## config.mk

```make
export PLATFORM = sky130hd
export DESIGN_NAME = block_cache_tag_controller_unit
export DESIGN_NICKNAME = d
export VERILOG_FILES = /design/src/rtl/core/bctc_pkg.sv /design/src/rtl/core/block_cache_tag_controller_unit.sv /design/src/rtl/core/bctc_datapath.sv /design/src/rtl/core/bctc_ctrl.sv
export SDC_FILE = /design/constraint.sdc
export NUM_CORES = 2
export LEC_CHECK = 0
export BUFFER_PORTS_ARGS = -buffer_cell sky130_fd_sc_hd__buf_2
export CORE_UTILIZATION = 40
export DETAILED_ROUTE_END_ITERATION = 6
export HOLD_SLACK_MARGIN = 0.08
export PLACE_DENSITY_LB_ADDON = 0.25
export SETUP_SLACK_MARGIN = 0.4
export SLEW_MARGIN = 10
export SYNTH_ARGS = -nofsm -noshare
export SYNTH_HDL_FRONTEND = slang
export SYNTH_HIERARCHICAL = 1
export SYNTH_SLANG_ARGS = --single-unit
export TNS_END_PERCENT = 1
```

## constraint.sdc

```tcl
create_clock -name clk -period 6.8 [get_ports clk]
set_input_delay 0.68 -clock clk [delete_from_list [all_inputs] [get_ports clk]]
set_output_delay 0.68 -clock clk [all_outputs]
set_load 0.01 [all_outputs]
```

## src/rtl/core/bctc_pkg.sv

```systemverilog
// Shared types, codes and constants of the block cache tag controller.
package bctc_pkg;

  localparam int ENTRY_COUNT_DEF = 16;
  localparam int DISK_COUNT_DEF  = 8;
  localparam int BLOCK_BITS_DEF  = 24;

  localparam int OP_W    = 3;
  localparam int DISK_W  = 3;
  localparam int SEL_W   = 4;
  localparam int ST_W    = 3;
  localparam int AGE_W   = 32;
  localparam int FLAG_W  = 7;

  localparam logic [OP_W-1:0] OP_PROBE   = 3'd0;
  localparam logic [OP_W-1:0] OP_ACQUIRE = 3'd1;
  localparam logic [OP_W-1:0] OP_RELEASE = 3'd2;
  localparam logic [OP_W-1:0] OP_FLUSH   = 3'd3;
  localparam logic [OP_W-1:0] OP_IODONE  = 3'd4;

  localparam logic [ST_W-1:0] ST_OK       = 3'd0;
  localparam logic [ST_W-1:0] ST_NOFREE   = 3'd1;
  localparam logic [ST_W-1:0] ST_LOCKED   = 3'd2;
  localparam logic [ST_W-1:0] ST_IOBUSY   = 3'd3;
  localparam logic [ST_W-1:0] ST_UNLOCKED = 3'd4;
  localparam logic [ST_W-1:0] ST_NODIRTY  = 3'd5;

  localparam logic [FLAG_W-1:0] FL_ULOCK = 7'h01;
  localparam logic [FLAG_W-1:0] FL_RBUSY = 7'h02;
  localparam logic [FLAG_W-1:0] FL_WBUSY = 7'h04;
  localparam logic [FLAG_W-1:0] FL_DIRTY = 7'h08;
  localparam logic [FLAG_W-1:0] FL_UWAIT = 7'h10;
  localparam logic [FLAG_W-1:0] FL_IWAIT = 7'h20;

  // Scan kinds run by the datapath
  typedef enum logic [1:0] {
    SCAN_PROBE,
    SCAN_DIRTY_ALL,
    SCAN_DIRTY_DISK
  } scan_kind_t;

  // Controller to datapath
  typedef struct packed {
    logic       latch;      // capture input item
    logic       scan_start; // clear scan results, index to zero
    logic       scan_step;  // examine one entry
    scan_kind_t kind;
    logic       finish;     // apply update and build result
  } bctc_cmd_t;

  // Datapath to controller
  typedef struct packed {
    logic scan_last;
    logic hit_seen;
    logic free_seen;  // probe scan found an idle clean entry
    logic sel_chain;  // selected entry in range and valid
  } bctc_sts_t;

endpackage

```

## src/rtl/core/block_cache_tag_controller_unit.sv

```systemverilog
// Top level of the block cache tag controller.
// Release, unknown ops and io completion without a chained write need no scan; probe and
// flush scan the entries once; acquire scans again to flush every disk when none is free,
// and a chained io completion scans the disk. One item at a time: the next input transfer
// is taken only after the result has been taken; each scan walks one entry a cycle.
// Reset (synchronous, rst_n low) clears entries.
module block_cache_tag_controller_unit #(
  parameter int ENTRY_COUNT = bctc_pkg::ENTRY_COUNT_DEF,
  parameter int BLOCK_BITS  = bctc_pkg::BLOCK_BITS_DEF
) (
  input  logic                        clk,
  input  logic                        rst_n,
  input  logic                        in_valid,
  output logic                        in_ready,
  input  logic [bctc_pkg::OP_W-1:0]   in_operation,
  input  logic [bctc_pkg::DISK_W-1:0] in_disk_id,
  input  logic                        in_any_disk,
  input  logic [BLOCK_BITS-1:0]       in_block_number,
  input  logic                        in_data_flag,
  input  logic [bctc_pkg::SEL_W-1:0]  in_entry_select,
  input  logic                        in_disk_idle,
  output logic                        out_valid,
  input  logic                        out_ready,
  output logic [bctc_pkg::ST_W-1:0]   out_status,
  output logic                        out_was_hit,
  output logic [bctc_pkg::SEL_W-1:0]  out_entry_found,
  output logic                        out_io_start,
  output logic [bctc_pkg::SEL_W-1:0]  out_io_entry,
  output logic                        out_io_is_write,
  output logic                        out_wake_waiters
);

  bctc_pkg::bctc_cmd_t cmd;
  bctc_pkg::bctc_sts_t sts;

  bctc_datapath #(.ENTRY_COUNT(ENTRY_COUNT), .BLOCK_BITS(BLOCK_BITS)) u_dp (
    .clk, .rst_n, .cmd, .sts,
    .in_operation, .in_disk_id, .in_block_number,
    .in_data_flag, .in_entry_select,
    .res_status(out_status), .res_was_hit(out_was_hit),
    .res_entry_found(out_entry_found), .res_io_start(out_io_start),
    .res_io_entry(out_io_entry), .res_io_is_write(out_io_is_write),
    .res_wake_waiters(out_wake_waiters)
  );

  bctc_ctrl u_ctrl (
    .clk, .rst_n, .in_valid, .in_ready, .in_operation, .in_any_disk,
    .in_disk_idle, .out_valid, .out_ready, .cmd, .sts
  );

`ifndef NO_ASSERTIONS
  a_ready_excl: assert property (@(posedge clk) disable iff (!rst_n)
    out_valid |-> !in_ready) else $error("ready while result held");
  a_io_write: assert property (@(posedge clk) disable iff (!rst_n)
    (out_valid && out_io_start && out_status == bctc_pkg::ST_NODIRTY) |-> 1'b0)
    else $error("io started on empty flush");
  a_hit_ok: assert property (@(posedge clk) disable iff (!rst_n)
    (out_valid && out_was_hit) |-> !out_io_start) else $error("hit issued read");
`endif

endmodule

```

## src/rtl/core/bctc_datapath.sv

```systemverilog
// Entry store, scan unit and result builder of the block cache tag controller.
module bctc_datapath #(
  parameter int ENTRY_COUNT = bctc_pkg::ENTRY_COUNT_DEF,
  parameter int BLOCK_BITS  = bctc_pkg::BLOCK_BITS_DEF
) (
  input  logic                         clk,
  input  logic                         rst_n,
  input  bctc_pkg::bctc_cmd_t          cmd,
  output bctc_pkg::bctc_sts_t          sts,
  input  logic [bctc_pkg::OP_W-1:0]    in_operation,
  input  logic [bctc_pkg::DISK_W-1:0]  in_disk_id,
  input  logic [BLOCK_BITS-1:0]        in_block_number,
  input  logic                         in_data_flag,
  input  logic [bctc_pkg::SEL_W-1:0]   in_entry_select,
  output logic [bctc_pkg::ST_W-1:0]    res_status,
  output logic                         res_was_hit,
  output logic [bctc_pkg::SEL_W-1:0]   res_entry_found,
  output logic                         res_io_start,
  output logic [bctc_pkg::SEL_W-1:0]   res_io_entry,
  output logic                         res_io_is_write,
  output logic                         res_wake_waiters
);

  localparam int IDX_W = (ENTRY_COUNT > 1) ? $clog2(ENTRY_COUNT) : 1;
  localparam int AW    = bctc_pkg::AGE_W;
  localparam int FW    = bctc_pkg::FLAG_W;
  localparam int SW    = bctc_pkg::SEL_W;

  // Entry state held in flip-flops, set by the synchronous reset
  logic [ENTRY_COUNT-1:0]       valid_r;
  logic [bctc_pkg::DISK_W-1:0]  disk_r  [ENTRY_COUNT];
  logic [BLOCK_BITS-1:0]        block_r [ENTRY_COUNT];
  logic [AW-1:0]                age_r   [ENTRY_COUNT];
  logic [FW-1:0]                flags_r [ENTRY_COUNT];
  logic [AW-1:0]                age_ctr_r;

  // Latched item
  logic [bctc_pkg::OP_W-1:0]    op_r;
  logic [bctc_pkg::DISK_W-1:0]  disk_q_r;
  logic [BLOCK_BITS-1:0]        bn_r;
  logic                         flag_r;
  logic [SW-1:0]                sel_r;

  // Scan state
  logic [IDX_W-1:0]             idx_r;
  logic                         hit_r;
  logic [IDX_W-1:0]             hit_idx_r;
  logic                         best_v_r;
  logic [IDX_W-1:0]             best_idx_r;
  logic [AW-1:0]                best_age_r;
  logic [bctc_pkg::DISK_W-1:0]  scan_disk_r;

  logic        cur_match, cur_free, cur_dirty, cur_older;
  logic [AW-1:0] cur_age;
  logic        sel_in_range;
  logic [IDX_W-1:0] sel_idx;

  assign cur_age   = age_r[idx_r];
  assign cur_older = !best_v_r ||
    ($signed(cur_age) < $signed(best_age_r));
  assign cur_match = valid_r[idx_r] && disk_r[idx_r] == disk_q_r &&
                     block_r[idx_r] == bn_r;
  assign cur_free  = flags_r[idx_r] == '0;
  assign cur_dirty = valid_r[idx_r] && flags_r[idx_r] == bctc_pkg::FL_DIRTY &&
    (cmd.kind == bctc_pkg::SCAN_DIRTY_ALL || disk_r[idx_r] == scan_disk_r);

  assign sel_in_range = {{(32-SW){1'b0}}, sel_r} < ENTRY_COUNT;
  assign sel_idx      = IDX_W'(sel_r);

  assign sts.scan_last = idx_r == IDX_W'(ENTRY_COUNT - 1);
  assign sts.hit_seen  = hit_r;
  assign sts.free_seen = best_v_r;
  assign sts.sel_chain = sel_in_range && valid_r[sel_idx];

  // Latch item, step scan, commit update
  always_ff @(posedge clk) begin
    logic [FW-1:0] f;
    logic [IDX_W-1:0] e;
    logic [bctc_pkg::ST_W-1:0] st;
    logic hv, ios, iow, wk;
    logic [SW-1:0] fnd, ioe;
    f = '0;
    e = '0;
    st = bctc_pkg::ST_OK;
    hv = 1'b0; ios = 1'b0; iow = 1'b0; wk = 1'b0;
    fnd = '0; ioe = '0;
    if (!rst_n) begin
      valid_r   <= '0;
      age_ctr_r <= '0;
      for (int i = 0; i < ENTRY_COUNT; i++) begin
        disk_r[i]  <= '0;
        block_r[i] <= '0;
        age_r[i]   <= AW'(0) - AW'(i);
        flags_r[i] <= '0;
      end
    end else begin
      if (cmd.latch) begin
        op_r     <= in_operation;
        disk_q_r <= in_disk_id;
        bn_r     <= in_block_number;
        flag_r   <= in_data_flag;
        sel_r    <= in_entry_select;
      end
      if (cmd.scan_start) begin
        idx_r    <= '0;
        best_v_r <= 1'b0;
        scan_disk_r <= (op_r == bctc_pkg::OP_IODONE) ? disk_r[sel_idx] : disk_q_r;
        if (op_r != bctc_pkg::OP_IODONE) begin
          hit_r <= 1'b0;
        end else if (cmd.kind == bctc_pkg::SCAN_PROBE) begin
          // Io completion clears flags before the disk scan; wake noted in hit_r
          hit_r <= sel_in_range && (flags_r[sel_idx] & bctc_pkg::FL_IWAIT) != '0;
          if (sel_in_range) begin
            flags_r[sel_idx] <= flags_r[sel_idx] & ~(bctc_pkg::FL_RBUSY |
              bctc_pkg::FL_WBUSY | bctc_pkg::FL_DIRTY | bctc_pkg::FL_IWAIT);
          end
        end
      end
      if (cmd.scan_step) begin
        if (!sts.scan_last) idx_r <= idx_r + 1'b1;
        if (cmd.kind == bctc_pkg::SCAN_PROBE) begin
          if (!hit_r && cur_match) begin
            hit_r     <= 1'b1;
            hit_idx_r <= idx_r;
          end else if (!hit_r && cur_free && cur_older) begin
            best_v_r   <= 1'b1;
            best_idx_r <= idx_r;
            best_age_r <= cur_age;
          end
        end else if (cur_dirty && cur_older) begin
          best_v_r   <= 1'b1;
          best_idx_r <= idx_r;
          best_age_r <= cur_age;
        end
      end
      if (cmd.finish) begin
        case (op_r)
          bctc_pkg::OP_PROBE, bctc_pkg::OP_ACQUIRE: begin
            if (cmd.kind != bctc_pkg::SCAN_PROBE) begin
              // no free entry; acquire tried a flush of every disk
              st = bctc_pkg::ST_NOFREE;
              if (best_v_r) begin
                flags_r[best_idx_r] <= flags_r[best_idx_r] |
                  bctc_pkg::FL_WBUSY | bctc_pkg::FL_IWAIT;
                ios = 1'b1; ioe = SW'(best_idx_r); iow = 1'b1;
              end
            end else if (!hit_r && !best_v_r) begin
              st = bctc_pkg::ST_NOFREE;
            end else begin
              if (hit_r) begin
                e = hit_idx_r;
                f = flags_r[e];
                if ((f & (bctc_pkg::FL_ULOCK | bctc_pkg::FL_RBUSY |
                          bctc_pkg::FL_WBUSY)) == '0) begin
                  age_r[e]  <= age_ctr_r;
                  age_ctr_r <= age_ctr_r + 1'b1;
                end
                hv = 1'b1;
              end else begin
                e = best_idx_r;
                f = flags_r[e];
                valid_r[e] <= 1'b1;
                disk_r[e]  <= disk_q_r;
                block_r[e] <= bn_r;
                age_r[e]   <= age_ctr_r;
                age_ctr_r  <= age_ctr_r + 1'b1;
                if (flag_r) begin
                  f = bctc_pkg::FL_RBUSY;
                  ios = 1'b1; ioe = SW'(e);
                end
              end
              fnd = SW'(e);
              if (op_r == bctc_pkg::OP_ACQUIRE) begin
                if ((f & bctc_pkg::FL_ULOCK) != '0) begin
                  f = f | bctc_pkg::FL_UWAIT;
                  st = bctc_pkg::ST_LOCKED;
                end else if ((f & (bctc_pkg::FL_RBUSY | bctc_pkg::FL_WBUSY)) != '0) begin
                  f = f | bctc_pkg::FL_IWAIT;
                  st = bctc_pkg::ST_IOBUSY;
                end else begin
                  f = f | bctc_pkg::FL_ULOCK;
                end
              end
              flags_r[e] <= f;
            end
          end
          bctc_pkg::OP_RELEASE: begin
            if (!sel_in_range || (flags_r[sel_idx] & bctc_pkg::FL_ULOCK) == '0) begin
              st = bctc_pkg::ST_UNLOCKED;
            end else begin
              f = flags_r[sel_idx];
              if (flag_r) f = f | bctc_pkg::FL_DIRTY;
              if ((f & bctc_pkg::FL_UWAIT) != '0) wk = 1'b1;
              flags_r[sel_idx] <= f & ~(bctc_pkg::FL_UWAIT | bctc_pkg::FL_ULOCK);
            end
          end
          bctc_pkg::OP_FLUSH: begin
            if (!best_v_r) begin
              st = bctc_pkg::ST_NODIRTY;
            end else begin
              flags_r[best_idx_r] <= flags_r[best_idx_r] |
                bctc_pkg::FL_WBUSY | bctc_pkg::FL_IWAIT;
              ios = 1'b1; ioe = SW'(best_idx_r); iow = 1'b1;
            end
          end
          bctc_pkg::OP_IODONE: begin
            if (sel_in_range) begin
              // completion clear was applied before the disk scan
              if (cmd.kind == bctc_pkg::SCAN_DIRTY_DISK && best_v_r) begin
                flags_r[best_idx_r] <= flags_r[best_idx_r] | bctc_pkg::FL_WBUSY;
                ios = 1'b1; ioe = SW'(best_idx_r); iow = 1'b1;
              end
              wk = hit_r;
            end
          end
          default: ;
        endcase
        res_status       <= st;
        res_was_hit      <= hv;
        res_entry_found  <= fnd;
        res_io_start     <= ios;
        res_io_entry     <= ioe;
        res_io_is_write  <= iow;
        res_wake_waiters <= wk;
      end
    end
  end

endmodule

```

## src/rtl/core/bctc_ctrl.sv

```systemverilog
// Sequencing state machine of the block cache tag controller.
module bctc_ctrl (
  input  logic                        clk,
  input  logic                        rst_n,
  input  logic                        in_valid,
  output logic                        in_ready,
  input  logic [bctc_pkg::OP_W-1:0]   in_operation,
  input  logic                        in_any_disk,
  input  logic                        in_disk_idle,
  output logic                        out_valid,
  input  logic                        out_ready,
  output bctc_pkg::bctc_cmd_t         cmd,
  input  bctc_pkg::bctc_sts_t         sts
);

  typedef enum logic [2:0] {
    S_IDLE, S_START, S_SCAN, S_CHECK, S_START2, S_SCAN2, S_FINISH, S_OUT
  } state_t;

  state_t state_r;
  logic [bctc_pkg::OP_W-1:0] op_r;
  logic idle_r;
  bctc_pkg::scan_kind_t kind_r;
  logic out_valid_r;

  assign in_ready  = state_r == S_IDLE && !out_valid_r;
  assign out_valid = out_valid_r;

  always_comb begin
    cmd = '0;
    cmd.kind = kind_r;
    cmd.latch = in_valid && in_ready;
    cmd.scan_start = state_r == S_START || state_r == S_START2;
    cmd.scan_step  = state_r == S_SCAN || state_r == S_SCAN2;
    cmd.finish     = state_r == S_FINISH;
  end

  // Advance through latch, scans and result
  always_ff @(posedge clk) begin
    if (!rst_n) begin
      state_r     <= S_IDLE;
      out_valid_r <= 1'b0;
      kind_r      <= bctc_pkg::SCAN_PROBE;
      op_r        <= '0;
      idle_r      <= 1'b0;
    end else begin
      case (state_r)
        S_IDLE: if (cmd.latch) begin
          op_r <= in_operation; idle_r <= in_disk_idle;
          state_r <= S_START;
          kind_r <= (in_operation == bctc_pkg::OP_FLUSH) ?
            (in_any_disk ? bctc_pkg::SCAN_DIRTY_ALL : bctc_pkg::SCAN_DIRTY_DISK) :
            bctc_pkg::SCAN_PROBE;
        end
        S_START: begin
          if (op_r == bctc_pkg::OP_IODONE) begin
            state_r <= (idle_r && sts.sel_chain) ? S_START2 : S_FINISH;
            kind_r  <= bctc_pkg::SCAN_DIRTY_DISK;
          end else if (op_r == bctc_pkg::OP_RELEASE || op_r > bctc_pkg::OP_IODONE) begin
            state_r <= S_FINISH;
          end else begin
            state_r <= S_SCAN;
          end
        end
        S_SCAN: if (sts.scan_last) begin
          if (op_r == bctc_pkg::OP_ACQUIRE && kind_r == bctc_pkg::SCAN_PROBE) begin
            state_r <= S_CHECK;
          end else begin
            state_r <= S_FINISH;
          end
        end
        // Acquire with no hit and no free entry goes on to flush every disk
        S_CHECK: begin
          if (!sts.hit_seen && !sts.free_seen) begin
            kind_r  <= bctc_pkg::SCAN_DIRTY_ALL;
            state_r <= S_START2;
          end else begin
            state_r <= S_FINISH;
          end
        end
        S_START2: state_r <= S_SCAN2;
        S_SCAN2: if (sts.scan_last) state_r <= S_FINISH;
        S_FINISH: begin state_r <= S_OUT; out_valid_r <= 1'b1; end
        S_OUT: if (out_ready) begin state_r <= S_IDLE; out_valid_r <= 1'b0; end
        default: state_r <= S_IDLE;
      endcase
    end
  end

endmodule

```

-- Word level (Yosys, flattened, before mapping)
Memory sizes are Yosys's and may differ from the RTL's. A register that Yosys moved wholly into a read port is not among the register bits.
Cells that the tools add are included.
- word-level logic and storage cells: 312
- register bits after elaboration: 157
- memories: 4
- input port bits: 41
- bits in writable memories: 1056
- memories (name ; depth ; width ; read ports ; clocked after memory_dff ; write ports ; line ; RTL):
    u_dp.age_r ; 16 ; 32 ; 1 ; 1 ; 16 ; bctc_datapath.sv:33 ; logic [AW-1:0] age_r [ENTRY_COUNT];
    u_dp.block_r ; 16 ; 24 ; 1 ; 1 ; 16 ; bctc_datapath.sv:32 ; logic [BLOCK_BITS-1:0] block_r [ENTRY_COUNT];
    u_dp.flags_r ; 16 ; 7 ; 4 ; 4 ; 16 ; bctc_datapath.sv:34 ; logic [FW-1:0] flags_r [ENTRY_COUNT];
    u_dp.disk_r ; 16 ; 3 ; 2 ; 2 ; 16 ; bctc_datapath.sv:31 ; logic [bctc_pkg::DISK_W-1:0] disk_r [ENTRY_COUNT];
- multiplexer cells: 180
- bitwise operators: 8
- reduce and logical (&&, ||, !) cells: 54
- eq/ne operators: 32
- add/subtract/negate cells: 2
- order comparisons: 6
- operator list (operator ; number):
    $mux W32 ; 8
    $mux W7 ; 22
    $mux W4 ; 35
    $mux W1 ; 77
    $reduce_or A32 Y1 ; 2
    $mux W3 ; 15
    $add A32 B1 Y32 const B ; 1
    $lt A32 B32 Y1 ; 1
    $eq A24 B24 Y1 ; 1
    $mux W24 ; 1
    $pmux W3 S8 ; 1
    $reduce_or A24 Y1 ; 1
    $logic_not A7 Y1 ; 3
    $reduce_or A7 Y1 ; 3
    $eq A3 B2 Y1 const B ; 6
    $eq A3 B3 Y1 const B ; 6
    $mux W6 ; 3
    $mux W2 ; 8
    $ne A2 B2 Y1 const B ; 8
    $or A16 B16 Y16 ; 1
    $logic_and A1 B1 Y1 ; 15
    $lt A4 B5 Y1 const B ; 3
    $reduce_and A5 Y1 ; 3
    $pmux W4 S3 ; 1
    other kinds (30) ; 57

-- Depth between registers and ports, before layout
- depth after elaboration: 17
- depth in mapped cells: 20

-- Cells and area by module
The synthesis kept the hierarchy.
- by module, submodules not included (module ; area each (µm²) ; cells an instance ; times used ; sequential area each (µm²)):
    bctc_datapath ; 58367.2 ; 3954 ; 1 ; 35964.5
    bctc_ctrl ; 609.3 ; 77 ; 1 ; 200.2

-- Worst setup path after synthesis
No wires, ideal clock.
- path kind: register to register
- start: register (tool-made name)
- end: register u_dp.best_age_r[0], enable pin
- clock period less this slack: 6.001 ns
- stages on the path, launching flop included: 20
- data required time: 6.403 ns
- slack: 0.799 ns
- buffers on the path: 8
- arrival time: 5.604 ns
- path through: dfxtp_1 -> buf_6 -> buf_6 -> buf_4 -> buf_2 -> buf_2 -> buf_2 -> buf_1 -> buf_2 -> mux4_2 -> mux4_2 -> ha_1 -> nand4_1 -> nor4_1 -> nor4b_1 -> o311ai_0 -> nand3_1 -> mux2i_1 -> nor2_1 -> and3b_1
- RTL lines (item ; line ; RTL):
    end signal: assignment ; bctc_datapath.sv:128 ; best_age_r <= cur_age;
    end signal: assignment ; bctc_datapath.sv:133 ; best_age_r <= cur_age;
    end: declaration ; bctc_datapath.sv:50 ; logic [AW-1:0] best_age_r;

==> impl_results.md <==
- Outcome: complete, no violations
- CP Buf/Inv Count: 3
- Final estimated routing congestion in global placement: 0.881
- Syn avg cell area: 14.6 sq um
- Worst Tran Pin Value: 1.19 ns
- CP Capture Type: flip-flop
- GRT Resource Usage Total: 0.228
- Slew HR: 0.204
- Commonest non-fill, non-tap cell in the layout: edfxtp_1
- DR pass1 iterations: 5
- Crit path max-delay family: multiplexers
- Chip Height: 386 microns
- Storage cell area: 0.0362 sq mm
- Max Fclk: 0.182 GHz
- Commonest cells after routing, fill and taps aside: 1155 x edfxtp_1, 441 x and3_1, 371 x or3_1, 366 x mux4_2, 209 x nor2_1
- Global-route wire length before repair: 249 mm
- Tcrit/Tclk final: 0.808
- End-of-flow core utilization: 0.452
- Total CTS buffers: 133
- Post-synth EDFFs: 1155
- VDD IR max: 197 uV
- Worst Hold Depth: 1
- Syn-to-layout area delta: 11.8%
- 1st-iter DRT viols: 3716
- CP startpoint kind: flip-flop
- Cell count after synthesis: 4031
- CTS tree: done
- Via density: 6.02
- Fillers: 12700
- Clock root cell: clkbuf_16
- Average wire per cell in the routed design: 28.3 microns
- Later-pin clock latency in the skew report: 0.78 ns
- Vias in the first global route: 35700
- Slew Viols, Final: 0
- Bufs on Longest Clock Path: 3
- WP data arrival: 5.88 ns
- Crit path max fanout: 36
- WS Path Type: flip-flop to flip-flop
- Share of power burned in registers: 0.485
- Largest net degree at the start of global routing: 121
- Mapped cell area: 0.0590 sq mm
- Number of antenna violations at the first check in global routing: 3
- DP HPWL: 95.0 mm
- Setup slack, reg-to-reg: 1.31 ns
- GRT overflow: 0
- Crit Reg-Reg Endpoint: u_dp/best_age_r[4]
- Share of cells above drive strength 1: 0.227
- DR vias: 35900
- TNS Setup: 0 ns
- Htree depth: 4
- Pint: 0.0134 W
- Worst path cell trace: buf_12 > buf_4 > mux4_2 > mux4_2 > ha_1 > a21o_1 > a21o_1 > a21oi_1 > o211ai_1 > a2bb2oi_1 > nand3_1 > mux2i_1 > nor2_1 > and3b_2 > buf_4
- Max_cap viols: 0
- WL final: 169 mm
- Die width: 386 microns
- IO Port Bufs: 57
- Min Tclk post-route: 5.49 ns
- Final std cells w/o fill: 5964
- Final layout net count: 4012
- Unrepaired setup endpoints after global routing: false
- Async SR Flop Fraction: 0
- Most used DFF post-synth: edfxtp_1
- Sw Ratio: 0.249
- Cells after DPL: 5692
- CTS clk-pin slew, worst paths: 0.06 ns
- Die area: 0.149 sq mm
- Worst Hold End: u_dp/disk_q_r[0]
- # DRC: 0
- Final setup viols: 0
- P_sw: 0.00443 W
- Yosys cell types: 81
- CP max stage delay: 0.56 ns
- R2R cell count: 15
- Hold Path Origin: in_disk_id[0]
- Core Rows: 140
- Synthesized Nets: 4105
- Antenna-violating nets left: 0
- Effective utilization at floorplan: 0.404
- Seq/Total Area, Yosys: 0.613
- Multi-input logic area: 0.0213 sq mm
- Setup Fix Bufs, Post-CTS: 0
- Clk pwr share: 0.398
- Critical Path RT: 7.19 ns
- Clk sink count: 1229
- Logic pwr share: 0.117
- Final hold viol count: 0
- Ports: 58
- Skew final: 0.0259 ns
- Pwr Density: 270 mW/mm^2
- Hold Path Class: input pin to flip-flop
- FF+latch count, synth: 1229
- Pleak: 21.7 nW
- Ys Warns: 6
- Core area: 0.146 sq mm
- Critical path's slowest cell: mux4_2
## cells in the mapped netlist, types with 33 or more instances
cell,n,share of area
nand2_1,129,0.0082
and2_1,67,0.0071
edfxtp_1,1155,0.59
o21ai_0,47,0.0040
nor2_1,216,0.014
or3_1,373,0.040
mux4_2,366,0.14
inv_1,51,0.0032
and3_1,441,0.047
xnor2_1,50,0.0074
buf_2,43,0.0036
clkbuf_1,338,0.022
or2_2,95,0.010
dfxtp_1,74,0.025
mux2i_1,122,0.021
ha_1,33,0.0070
## what timing repair did
action,CTS,global route
endpoints found under the setup margin,0,0
hold endpoints to repair,28,0
hold buffers,28,0
resized for setup,0,0
## final cells by class
class	instances	area share
antenna	2	0.0000759
inverter	55	0.00313
clock inverter	71	0.00877
timing repair buffer	194	0.0243
tap	1917	0.0364
multi-input combinational	2325	0.323
clock buffer	171	0.0552
sequential	1229	0.549
## cell families after synthesis
logic type / Yosys count / share of synthesized area
AOI/OAI and AO/OA: 202 / 0.0239
buffers and inverters: 477 / 0.0326
xor gates and xnor gates: 77 / 0.0116
muxes: 515 / 0.167
DFF: 1229 / 0.613
and+or+nand+nor: 1498 / 0.145
adders and majority gates: 33 / 0.00700
## flip-flops by register name, indices dropped and copies added (netlist names), 2 cells and up, named ones only
signal                flops
u_dp/res_io_entry         4
u_ctrl/op_r               3
u_dp/bn_r                24
u_dp/op_r                 3
u_dp/age_ctr_r           32
u_ctrl/state_r            3
u_dp/age_r              512
u_dp/flags_r            112
u_dp/sel_idx              4
u_dp/res_status           3
u_dp/block_r            384
u_dp/disk_q_r             3
u_dp/best_idx_r           4
u_dp/best_age_r          32
u_dp/valid_r             16
u_dp/idx_r                4
u_ctrl/kind_r             2
u_dp/scan_disk_r          3
u_dp/hit_idx_r            4
u_dp/res_entry_found      4
u_dp/disk_r              48
## how the worst max path moves through the flow
stage	start	end	slack, ns	cells past startpoint
floorplan	flip-flop	u_dp/best_age_r[0]	0.80	19
global placement	flip-flop	u_dp/best_age_r[5]	1.39	15
detailed placement	flip-flop	u_dp/best_age_r[5]	1.32	15
CTS	flip-flop	u_dp/best_age_r[5]	1.28	15
global route	flip-flop	u_dp/best_age_r[5]	1.01	13
finish	flip-flop	u_dp/best_age_r[4]	1.31	15
## per-stage QoR
step	worst slack [ns]	total power (W)	hold WS [ns]	cell area [sq um]
global placement	1.39	0.0108	0.463	61400
CTS	1.28	0.0179	0.112	65900
detailed placement	1.32	0.0109	0.471	61400
floorplan	0.799	0.0102	0.443	59000
finish	1.31	0.0178	0.176	65900
global route	1.01	0.0183	0.150	65900
## worst register-to-register path: cells and delay by family, from the launching register on
family | cells | cell delay (ns)
adders and majority gates | 1 | 0.32
DFF | 1 | 0.54
AOI/OAI and AO/OA | 5 | 1.09
muxes | 3 | 1.36
and+or+nand+nor | 3 | 0.54
buffers and inverters | 3 | 1.23
## power groups by stage
stage | Combinational [W] | Clock [W] | Sequential, W
2_1_floorplan | 0.00152 | 0 | 0.00863
3_3_place_gp | 0.00206 | 0 | 0.00879
3_5_place_dp | 0.00207 | 0 | 0.00879
4_1_cts | 0.00209 | 0.00722 | 0.00864
5_1_grt | 0.00219 | 0.00748 | 0.00866
6_report | 0.00208 | 0.00709 | 0.00864
## routing by layer
layer | track usage | wire (microns)
met1 | 0.328 | 74400
met2 | 0.360 | 80000
met3 | 0.0292 | 10700
met4 | 0.0684 | 3850
met5 | 0 | 0
Note: power is estimated with default switching activity, not from simulation.
